==> src/hdl/nps_pkg.sv <==
// Shared types and codes for the navigation progress supervisor.
// No dependencies; used by nps_step and nav_progress_supervisor_fsm.
package nps_pkg;

  // Configuration port geometry and register indexes
  localparam int CFG_IDX_W  = 3;
  localparam int CFG_DATA_W = 20;

  localparam logic [CFG_IDX_W-1:0] CFG_MAX_RETRIES    = 3'd0;
  localparam logic [CFG_IDX_W-1:0] CFG_STUCK_TIME     = 3'd1;
  localparam logic [CFG_IDX_W-1:0] CFG_STUCK_DIST     = 3'd2;
  localparam logic [CFG_IDX_W-1:0] CFG_GOAL_TOLERANCE = 3'd3;
  localparam logic [CFG_IDX_W-1:0] CFG_ROAD_MODE      = 3'd4;

  // Register reset values
  localparam logic [7:0]  RST_MAX_RETRIES    = 8'd3;
  localparam logic [19:0] RST_STUCK_TIME     = 20'd3000;
  localparam logic [15:0] RST_STUCK_DIST     = 16'd50;
  localparam logic [25:0] RST_STUCK_DIST_UM  = 26'd50000;
  localparam logic [15:0] RST_GOAL_TOLERANCE = 16'd300;

  // Micrometres per millimetre, integration window limit, retry ceiling
  localparam logic [25:0] UM_PER_MM  = 26'd1000;
  localparam logic [31:0] DT_LIMIT   = 32'd1000;
  localparam logic [7:0]  RETRY_CEIL = 8'hFF;

  // Commands
  localparam logic [1:0] CMD_TICK     = 2'd0;
  localparam logic [1:0] CMD_NEW_GOAL = 2'd1;

  // Supervisor modes
  localparam logic [2:0] MODE_IDLE     = 3'd0;
  localparam logic [2:0] MODE_GO       = 3'd1;
  localparam logic [2:0] MODE_RECOVERY = 3'd2;
  localparam logic [2:0] MODE_ARRIVED  = 3'd3;
  localparam logic [2:0] MODE_ABORT    = 3'd4;

  // Reason codes
  localparam logic [3:0] RSN_RESET         = 4'd0;
  localparam logic [3:0] RSN_NEW_GOAL      = 4'd1;
  localparam logic [3:0] RSN_NO_GOAL       = 4'd2;
  localparam logic [3:0] RSN_ARRIVED_LATCH = 4'd3;
  localparam logic [3:0] RSN_ABORT_LATCH   = 4'd4;
  localparam logic [3:0] RSN_REACHED       = 4'd5;
  localparam logic [3:0] RSN_EXHAUSTED     = 4'd6;
  localparam logic [3:0] RSN_PLAN_BLOCKED  = 4'd7;
  localparam logic [3:0] RSN_NO_ROAD_PROG  = 4'd8;
  localparam logic [3:0] RSN_NO_PROGRESS   = 4'd9;
  localparam logic [3:0] RSN_GO            = 4'd10;
  localparam logic [3:0] RSN_GO_WAITING    = 4'd11;

  typedef struct packed {
    logic [7:0]  max_retries;
    logic [19:0] stuck_time_ms;
    logic [15:0] stuck_dist_mm;
    logic [25:0] stuck_dist_um;
    logic [15:0] goal_tolerance_mm;
    logic        road_mode;
  } nps_cfg_t;

  typedef struct packed {
    logic [1:0]         cmd;
    logic               has_goal;
    logic               plan_ok;
    logic               estop;
    logic [23:0]        goal_dist_mm;
    logic [31:0]        now_ms;
    logic               odom_ok;
    logic signed [15:0] speed_mm_s;
  } nps_in_t;

  typedef struct packed {
    logic [2:0]  mode;
    logic [7:0]  retry_count;
    logic        fail_active;
    logic [31:0] fail_start_ms;
    logic        progress_valid;
    logic [23:0] best_dist_mm;
    logic [31:0] best_time_ms;
    logic        road_valid;
    logic [47:0] road_advance_um;
    logic [47:0] road_base_um;
    logic [31:0] road_start_ms;
    logic [31:0] road_last_ms;
  } nps_state_t;

  typedef struct packed {
    logic [2:0] nav_state;
    logic [3:0] reason;
    logic [7:0] retries;
  } nps_res_t;

endpackage

==> src/hdl/nps_step.sv <==
// Combinational next-state and result logic for one supervisor word.
// Depends on nps_pkg.
module nps_step (
  input  nps_pkg::nps_cfg_t   cfg,
  input  nps_pkg::nps_in_t    din,
  input  nps_pkg::nps_state_t st,
  output nps_pkg::nps_state_t st_nxt,
  output nps_pkg::nps_res_t   res
);

  // Window test; a start time in the future counts as not elapsed
  function automatic logic elapsed(input logic [31:0] now, input logic [31:0] start,
                                   input logic [19:0] win);
    elapsed = (now >= start) && ((now - start) >= {12'd0, win});
  endfunction

  logic               blocked;
  logic [31:0]        dt;
  logic               dt_ok;
  logic signed [26:0] inc;
  logic [47:0]        adv_new;
  logic [47:0]        adv_diff;
  logic               road_gain;
  logic [24:0]        goal_sum;
  logic               goal_gain;
  logic [7:0]         rc_inc;
  logic               exhaust;

  assign blocked = !din.plan_ok || din.estop;

  // Road advance integration: speed times elapsed ms, only for short positive steps
  assign dt        = din.now_ms - st.road_last_ms;
  assign dt_ok     = (din.now_ms > st.road_last_ms) && (dt < nps_pkg::DT_LIMIT);
  assign inc       = din.speed_mm_s * $signed({1'b0, dt[9:0]});
  assign adv_new   = dt_ok ? (st.road_advance_um + {{21{inc[26]}}, inc}) : st.road_advance_um;
  assign adv_diff  = adv_new - st.road_base_um;
  assign road_gain = $signed(adv_diff) >= $signed({22'd0, cfg.stuck_dist_um});

  // Goal distance ratchet
  assign goal_sum  = {1'b0, din.goal_dist_mm} + {9'd0, cfg.stuck_dist_mm};
  assign goal_gain = goal_sum < {1'b0, st.best_dist_mm};

  // Saturating retry count
  assign rc_inc  = (st.retry_count != nps_pkg::RETRY_CEIL) ? (st.retry_count + 8'd1)
                                                           : st.retry_count;
  assign exhaust = rc_inc > cfg.max_retries;

  always_comb begin
    nps_pkg::nps_state_t nx;
    logic       plan_fail;
    logic       stalled;
    logic       trig;
    logic [3:0] why;
    logic [3:0] rsn;

    nx        = st;
    plan_fail = 1'b0;
    stalled   = 1'b0;
    trig      = 1'b0;
    why       = nps_pkg::RSN_PLAN_BLOCKED;
    rsn       = nps_pkg::RSN_RESET;

    if (din.cmd[1]) begin
      // soft reset, also the unused command
      nx  = '0;
      rsn = nps_pkg::RSN_RESET;
    end else if (din.cmd == nps_pkg::CMD_NEW_GOAL) begin
      if (st.mode == nps_pkg::MODE_ARRIVED || st.mode == nps_pkg::MODE_ABORT) begin
        nx.mode = nps_pkg::MODE_GO;
      end
      nx.retry_count     = 8'd0;
      nx.fail_active     = 1'b0;
      nx.progress_valid  = 1'b0;
      nx.road_valid      = 1'b0;
      nx.road_advance_um = 48'd0;
      nx.road_base_um    = 48'd0;
      nx.road_start_ms   = 32'd0;
      nx.road_last_ms    = 32'd0;
      rsn                = nps_pkg::RSN_NEW_GOAL;
    end else if (!din.has_goal) begin
      nx.mode        = nps_pkg::MODE_IDLE;
      nx.fail_active = 1'b0;
      rsn            = nps_pkg::RSN_NO_GOAL;
    end else if (st.mode == nps_pkg::MODE_ARRIVED) begin
      rsn = nps_pkg::RSN_ARRIVED_LATCH;
    end else if (st.mode == nps_pkg::MODE_ABORT) begin
      rsn = nps_pkg::RSN_ABORT_LATCH;
    end else if (!cfg.road_mode && (din.goal_dist_mm <= {8'd0, cfg.goal_tolerance_mm})) begin
      nx.mode = nps_pkg::MODE_ARRIVED;
      rsn     = nps_pkg::RSN_REACHED;
    end else begin
      // plan-fail timer
      if (blocked) begin
        nx.fail_active = 1'b1;
        if (!st.fail_active) begin
          nx.fail_start_ms = din.now_ms;
        end
        plan_fail = elapsed(din.now_ms, st.fail_active ? st.fail_start_ms : din.now_ms,
                            cfg.stuck_time_ms);
      end else begin
        nx.fail_active = 1'b0;
      end

      if (plan_fail) begin
        trig = 1'b1;
        why  = nps_pkg::RSN_PLAN_BLOCKED;
      end else begin
        if (cfg.road_mode) begin
          // road advance ratchet
          if (!blocked && din.odom_ok) begin
            nx.road_last_ms    = din.now_ms;
            nx.road_advance_um = adv_new;
            if (!st.road_valid) begin
              nx.road_base_um  = adv_new;
              nx.road_start_ms = din.now_ms;
              nx.road_valid    = 1'b1;
            end else if (road_gain) begin
              nx.road_base_um  = adv_new;
              nx.road_start_ms = din.now_ms;
              nx.retry_count   = 8'd0;
            end else begin
              stalled = elapsed(din.now_ms, st.road_start_ms, cfg.stuck_time_ms);
            end
          end
        end else if (!blocked) begin
          // goal distance ratchet
          if (!st.progress_valid || goal_gain) begin
            nx.best_dist_mm   = din.goal_dist_mm;
            nx.best_time_ms   = din.now_ms;
            nx.progress_valid = 1'b1;
          end else begin
            stalled = elapsed(din.now_ms, st.best_time_ms, cfg.stuck_time_ms);
          end
        end

        if (stalled) begin
          trig = 1'b1;
          why  = cfg.road_mode ? nps_pkg::RSN_NO_ROAD_PROG : nps_pkg::RSN_NO_PROGRESS;
        end else begin
          nx.mode = nps_pkg::MODE_GO;
          rsn     = din.plan_ok ? nps_pkg::RSN_GO : nps_pkg::RSN_GO_WAITING;
        end
      end

      // recovery trigger, abort once retries run out
      if (trig) begin
        nx.retry_count    = rc_inc;
        nx.fail_active    = 1'b0;
        nx.progress_valid = 1'b0;
        nx.road_valid     = 1'b0;
        if (exhaust) begin
          nx.mode = nps_pkg::MODE_ABORT;
          rsn     = nps_pkg::RSN_EXHAUSTED;
        end else begin
          nx.mode = nps_pkg::MODE_RECOVERY;
          rsn     = why;
        end
      end
    end

    st_nxt        = nx;
    res.nav_state = nx.mode;
    res.reason    = rsn;
    res.retries   = nx.retry_count;
  end

endmodule

==> src/hdl/nav_progress_supervisor_fsm.sv <==
// Navigation progress supervisor top level: input register, state, result register.
// Depends on nps_pkg and nps_step.
//
//  channel | direction | handshake             | payload
//  in      | input     | in_valid / in_ready   | cmd, goal and plan flags, dist, time, speed
//  out     | output    | out_valid / out_ready | nav_state, reason, retries
//  cfg     | input     | cfg_valid / cfg_ready | cfg_index, cfg_data
//
// One word per cycle unless out_ready stalls it; the result register drives out_valid.
// The step logic runs on the input register against the state registers, and state
// and result are written together as the word moves into the result register.
// A stalled result register holds the input register; in_ready stays high while
// that stage is empty. cfg_ready is always high. Reset is synchronous, active low.
module nav_progress_supervisor_fsm (
  input  logic                               clk,
  input  logic                               rst_n,
  input  logic                               in_valid,
  output logic                               in_ready,
  input  logic [1:0]                         in_cmd,
  input  logic                               in_has_goal,
  input  logic                               in_plan_ok,
  input  logic                               in_estop,
  input  logic [23:0]                        in_goal_dist_mm,
  input  logic [31:0]                        in_now_ms,
  input  logic                               in_odom_ok,
  input  logic signed [15:0]                 in_speed_mm_s,
  output logic                               out_valid,
  input  logic                               out_ready,
  output logic [2:0]                         out_nav_state,
  output logic [3:0]                         out_reason,
  output logic [7:0]                         out_retries,
  input  logic                               cfg_valid,
  output logic                               cfg_ready,
  input  logic [nps_pkg::CFG_IDX_W-1:0]      cfg_index,
  input  logic [nps_pkg::CFG_DATA_W-1:0]     cfg_data
);

  nps_pkg::nps_cfg_t   cfg_r;
  nps_pkg::nps_in_t    in_r;
  logic                in_valid_r;
  nps_pkg::nps_state_t state_r;
  nps_pkg::nps_state_t state_nxt;
  nps_pkg::nps_res_t   res_nxt;
  nps_pkg::nps_res_t   res_r;
  logic                out_valid_r;
  logic                adv;

  // Pipeline flow control
  assign adv      = !out_valid_r || out_ready;
  assign in_ready = !in_valid_r || adv;

  assign cfg_ready = 1'b1;

  // Configuration registers; the mm threshold is also kept in micrometres
  always_ff @(posedge clk) begin
    if (!rst_n) begin
      cfg_r.max_retries       <= nps_pkg::RST_MAX_RETRIES;
      cfg_r.stuck_time_ms     <= nps_pkg::RST_STUCK_TIME;
      cfg_r.stuck_dist_mm     <= nps_pkg::RST_STUCK_DIST;
      cfg_r.stuck_dist_um     <= nps_pkg::RST_STUCK_DIST_UM;
      cfg_r.goal_tolerance_mm <= nps_pkg::RST_GOAL_TOLERANCE;
      cfg_r.road_mode         <= 1'b0;
    end else if (cfg_valid) begin
      case (cfg_index)
        nps_pkg::CFG_MAX_RETRIES:    cfg_r.max_retries   <= cfg_data[7:0];
        nps_pkg::CFG_STUCK_TIME:     cfg_r.stuck_time_ms <= cfg_data;
        nps_pkg::CFG_STUCK_DIST: begin
          cfg_r.stuck_dist_mm <= cfg_data[15:0];
          cfg_r.stuck_dist_um <= {10'd0, cfg_data[15:0]} * nps_pkg::UM_PER_MM;
        end
        nps_pkg::CFG_GOAL_TOLERANCE: cfg_r.goal_tolerance_mm <= cfg_data[15:0];
        nps_pkg::CFG_ROAD_MODE:      cfg_r.road_mode         <= cfg_data[0];
        default: ;
      endcase
    end
  end

  // Input register
  always_ff @(posedge clk) begin
    if (!rst_n) begin
      in_valid_r <= 1'b0;
    end else if (in_ready) begin
      in_valid_r <= in_valid;
    end
  end

  always_ff @(posedge clk) begin
    if (in_valid && in_ready) begin
      in_r.cmd          <= in_cmd;
      in_r.has_goal     <= in_has_goal;
      in_r.plan_ok      <= in_plan_ok;
      in_r.estop        <= in_estop;
      in_r.goal_dist_mm <= in_goal_dist_mm;
      in_r.now_ms       <= in_now_ms;
      in_r.odom_ok      <= in_odom_ok;
      in_r.speed_mm_s   <= in_speed_mm_s;
    end
  end

  nps_step u_step (
    .cfg    (cfg_r),
    .din    (in_r),
    .st     (state_r),
    .st_nxt (state_nxt),
    .res    (res_nxt)
  );

  // Supervisor state, updated as a word leaves the input register
  always_ff @(posedge clk) begin
    if (!rst_n) begin
      state_r <= '0;
    end else if (in_valid_r && adv) begin
      state_r <= state_nxt;
    end
  end

  // Result register
  always_ff @(posedge clk) begin
    if (!rst_n) begin
      out_valid_r <= 1'b0;
    end else if (adv) begin
      out_valid_r <= in_valid_r;
    end
  end

  always_ff @(posedge clk) begin
    if (in_valid_r && adv) begin
      res_r <= res_nxt;
    end
  end

  assign out_valid     = out_valid_r;
  assign out_nav_state = res_r.nav_state;
  assign out_reason    = res_r.reason;
  assign out_retries   = res_r.retries;

  // State moves only with a word
  a_state_hold: assert property (@(posedge clk) disable iff (!rst_n)
    !(in_valid_r && adv) |=> $stable(state_r))
    else $error("supervisor state changed without a word");

  // A stalled input stage keeps its word
  a_in_hold: assert property (@(posedge clk) disable iff (!rst_n)
    (in_valid_r && !adv) |=> (in_valid_r && $stable(in_r)))
    else $error("input stage dropped a stalled word");

  // Soft reset result is idle with zero retries
  a_reset_res: assert property (@(posedge clk) disable iff (!rst_n)
    (out_valid_r && res_r.reason == nps_pkg::RSN_RESET) |->
      (res_r.nav_state == nps_pkg::MODE_IDLE && res_r.retries == 8'd0))
    else $error("reset result not idle");

  // Abort reasons only come with the abort state
  a_abort_res: assert property (@(posedge clk) disable iff (!rst_n)
    (out_valid_r && (res_r.reason == nps_pkg::RSN_EXHAUSTED ||
                     res_r.reason == nps_pkg::RSN_ABORT_LATCH)) |->
      (res_r.nav_state == nps_pkg::MODE_ABORT))
    else $error("abort reason without abort state");

endmodule

==> config.mk <==
export PLATFORM = sky130hd
export DESIGN_NAME = nav_progress_supervisor_fsm
export DESIGN_NICKNAME = d
export VERILOG_FILES = /design/src/hdl/nps_pkg.sv /design/src/hdl/nps_step.sv /design/src/hdl/nav_progress_supervisor_fsm.sv
export SDC_FILE = /design/constraint.sdc
export NUM_CORES = 2
export LEC_CHECK = 0
export BUFFER_PORTS_ARGS = -buffer_cell sky130_fd_sc_hd__buf_4
export CORE_MARGIN = 5
export CORE_UTILIZATION = 50
export DETAILED_ROUTE_END_ITERATION = 8
export GPL_ROUTABILITY_DRIVEN = 0
export PLACE_DENSITY = 0.72
export RECOVER_POWER = 100
export SYNTH_ARGS = -nofsm -noshare
export SYNTH_HDL_FRONTEND = slang
export SYNTH_SLANG_ARGS = --single-unit
==> constraint.sdc <==
create_clock -name clk -period 26.3 [get_ports clk]
set_clock_uncertainty 0.05 [all_clocks]
set_input_delay 1.315 -clock clk [delete_from_list [all_inputs] [get_ports clk]]
set_output_delay 1.315 -clock clk [all_outputs]
set_load 0.02 [all_outputs]
==> out/results.env <==
PATH_COMMON_CELL='sky130_fd_sc_hd__ha_1'
SYN_TO_FINAL_GROWTH_PCT=8.18
UNREPAIRED_SETUP_ENDPOINTS_AFTER_GLOBAL_ROUTING='no'
DRT-VIAS-PER-INSTANCE=5.81
POST_CTS.RESIZED_INSTANCES=0
GRT_ANTENNA_BEFORE_REPAIR=1
DRT_FIRST_PASS_ITERS=8
CRIT_PATH_MAX_INCR_DELAY_NS=2.87
MAX_CAP_CHECK_VIOLATION_COUNT=7
TIMING.REG2REG.WORST_PATH_DEPTH=53
ROUTE.DETAILED.DRC=0
TIMING.SLEW.HEADROOM_PCT=-430
SYNTH-EDFF-COUNT=93
PIN_COUNT=124
TIMING.SETUP.TNS_NS=0
DRT_ITER0_DRC=3024
CLOCK_INSERTION_DELAY_WORST_SKEW_NS=0.64
DPL.HPWL_MM=89.0
WORST_SLACK_NS=7.61
LEAKAGE_nW=19.7
GRT_PASS1_WL_MM=188
CPMAXSTAGEDELAYCELL='sky130_fd_sc_hd__clkbuf_1'
SETUP_VIOL=0
WORST-PATH-MAX-FANOUT=81
SYNTH_COMMONEST_CELLS='sky130_fd_sc_hd__inv_1 (556), sky130_fd_sc_hd__nand2_1 (555), sky130_fd_sc_hd__ha_1 (483)'
DRIVE_ABOVE_1_SHARE_PCT=5.90
POSTCTSHOLDBUFS=0
POWER_DENSITY_nW_PER_UM2=130
SYNTH_FF_TYPE='sky130_fd_sc_hd__dfxtp_1'
CTS-ROOT-BUF='sky130_fd_sc_hd__clkbuf_16'
FAILED_CHECKS='capacitance limit, slew limit'
CTS_MAX_LEVEL=2
NUMBER_OF_GLOBAL_ROUTE_VIAS_BEFORE_REPAIR=36400
YOSYS_WARNINGS=0
TIMING.FMAX_MHz=53.5
COUNT_OF_ANTENNA_VIOLATING_NETS_LEFT_AFTER_DETAILED_ROUTING=0
CRITICAL_PATH.STARTPOINT_TYPE='register'
IRDROPWORSTVDD_V=0.000270
WORST_SLEW_PIN_SLEW_NS=7.95
WL_PER_CELL_UM=18.1
START_UTIL_PCT=50.4
POSTSYNTHAREAPERCELL_UM2=8.14
WORST-ENDPOINT-REQUIRED_NS=26.78
REPORT.FINAL.SLEW_VIOL_COUNT=560
YOSYS.CELL_COUNT.TOP_TYPE='sky130_fd_sc_hd__inv_1'
POST-CTS-SETUP-BUFFERS=0
CTS_MADE_BUFFERS=51
NNETSFINAL=6055
GRT-OVFL-TOTAL=0
TRITONCTS='built'
WORST_SETUP_HOLD_PATH_CLK_SLEW_NS=0.06
HOLD_VIOL_FINAL=0
FLOORPLAN.ROWS=107
CRITICAL_PATH.ENDPOINT_TYPE='register'
YS_TYPES=98
CRITICAL_PATH_ARRIVAL_NS=19.17
SYNTH_LARGEST_AREA_CELL='sky130_fd_sc_hd__dfxtp_1'
CORE_AREA_UM2=85300
SYNTH_FP_NETS=6070
POST_SYNTH_TOP_AREA_SHARE_PCT=16.1
DIE_WIDTH_UM=303
VIA_COUNT=37400
FIN_CRIT_SH_PCT=71.1
CELL_AREA_AFTER_SYNTHESIS_UM2=42900
PERIOD_MINUS_SLACK_NS=18.69
FLOORPLAN.DIE_AREA_UM2=91900
WORSTHOLDPATHTYPE='register to register'
TOTALPOWERFINAL_mW=6.05
SEQ_AREA_FRAC_SYNTH_PCT=22.6
SYNTH.FF_LATCH_COUNT=439
GRT_USE_TOTAL_PCT=24.9
FILLER_CELL_COUNT=7903
CELLS_AFTER_SYNTHESIS=5275
PIN_COUNT_OF_THE_BIGGEST_NET_ENTERING_GLOBAL_ROUTING=196
DRT_WL_TOTAL_MM=117
PRE_CTS_WS_NS=10.92
SYNTH_ASYNC_SR_FLOP_SHARE_PCT=0
NUMCLOCKSINKS=439
PORTBUFFERS=122
SYNTH_AREA_LEADERS='sky130_fd_sc_hd__dfxtp_1 (16%), sky130_fd_sc_hd__ha_1 (14%), sky130_fd_sc_hd__fa_1 (9.6%)'
MIN_DELAY_PATH_DEPTH=2
DIE_HEIGHT_UM=303
DIODES=0
CLOCK_PATH_BUFFERS=3
CRITPATHKIND='register to register'
STATUS='complete, but fails checks'
==> final timing paths <==
| check | slack (ns) | from | endpoint |
|---|---|---|---|
| worst max-delay path | 7.61 | in_r[18]$_DFFE_PP_ | state_r[99]$_SDFFE_PN0P_ |
| worst min-delay path | 0.42 | state_r[185]$_SDFFE_PN0P_ | state_r[185]$_SDFFE_PN0P_ |
| worst max register to register | 7.61 | in_r[18]$_DFFE_PP_ | state_r[99]$_SDFFE_PN0P_ |
| worst min register to register | 0.42 | state_r[185]$_SDFFE_PN0P_ | state_r[185]$_SDFFE_PN0P_ |
==> layout make-up <==
cell class	instances	area [µm²]	share of cell area, %
tap	1144	1430	3.08
clock buffer	68	1520	3.26
sequential	439	9720	20.9
clock inverter	28	352	0.757
multi-input combinational	4048	30200	65.1
timing repair buffer	164	1130	2.42
inverter	556	2090	4.49
==> layer usage <==
layer | track usage [%] | wire length [µm]
met5 | 0 | 0
met2 | 42.6 | 55300
met4 | 7.81 | 4070
met1 | 33.0 | 50500
met3 | 3.07 | 6690
==> flip-flops by register name (all words and copies together) (netlist names) <==
| name | cells |
|---|---|
| cfg_r | 82 |
| in_r | 78 |
| in_valid_r | 1 |
| out_nav_state | 3 |
| out_reason | 4 |
| out_retries | 8 |
| out_valid | 1 |
| state_r | 262 |
==> stage by stage <==
step | instances | area [µm²] | hold slack (ns) | util [%]
after floorplan | 5275 | 42900 | 0.386 | -
after global placement | 6351 | 44800 | 0.399 | 52.5
after detailed placement | 6351 | 44800 | 0.407 | 52.5
after CTS | 6447 | 46700 | 0.416 | 54.7
after global routing | 6447 | 46500 | 0.431 | 54.5
final | 6447 | 46500 | 0.415 | 54.5
==> worst max-delay path: cells and delay by family, from the launching register on <==
family	cells	cell delay, ns
AO/OA/AOI/OAI	16	5.93
adder cells (fa/ha/maj)	10	4.00
buffers and inverters	6	3.23
AND/OR/NAND/NOR	15	2.63
XOR/XNOR	4	1.25
multiplexers	2	0.74
flip-flops	1	0.68
==> cell usage in the layout (no fill, tap or decap), drive strengths merged, types with 93 or more instances in the layout <==
cell	n
a21boi	166
a21o	126
a21oi	398
clkbuf	170
dfxtp	346
edfxtp	93
fa	206
ha	483
inv	558
nand2	555
nand3	173
nor2	336
nor2b	109
o21ai	201
xnor2	155
==> logic make-up (layout without fill, tap and decap cells) <==
logic type | Yosys count | after routing | synth area share [%]
buffers and inverters | 788 | 816 | 6.99
and+or+nand+nor | 1699 | 1699 | 19.1
DFF | 439 | 439 | 22.6
AOI/OAI and AO/OA | 1323 | 1323 | 20.3
muxes | 111 | 111 | 2.71
other | 1 | 1 | 0.00873
adders and majority gates | 689 | 689 | 23.7
xor gates and xnor gates | 225 | 225 | 4.59
==> power breakdown <==
group	internal [mW]	leakage (nW)	total, mW	switching [mW]
registers	0.715	3.71	0.741	0.0265
logic	1.93	15.1	4.53	2.60
clock network	0.459	0.905	0.778	0.320
total	3.10	19.7	6.05	2.95
Note: power is estimated with default switching activity, not from simulation.
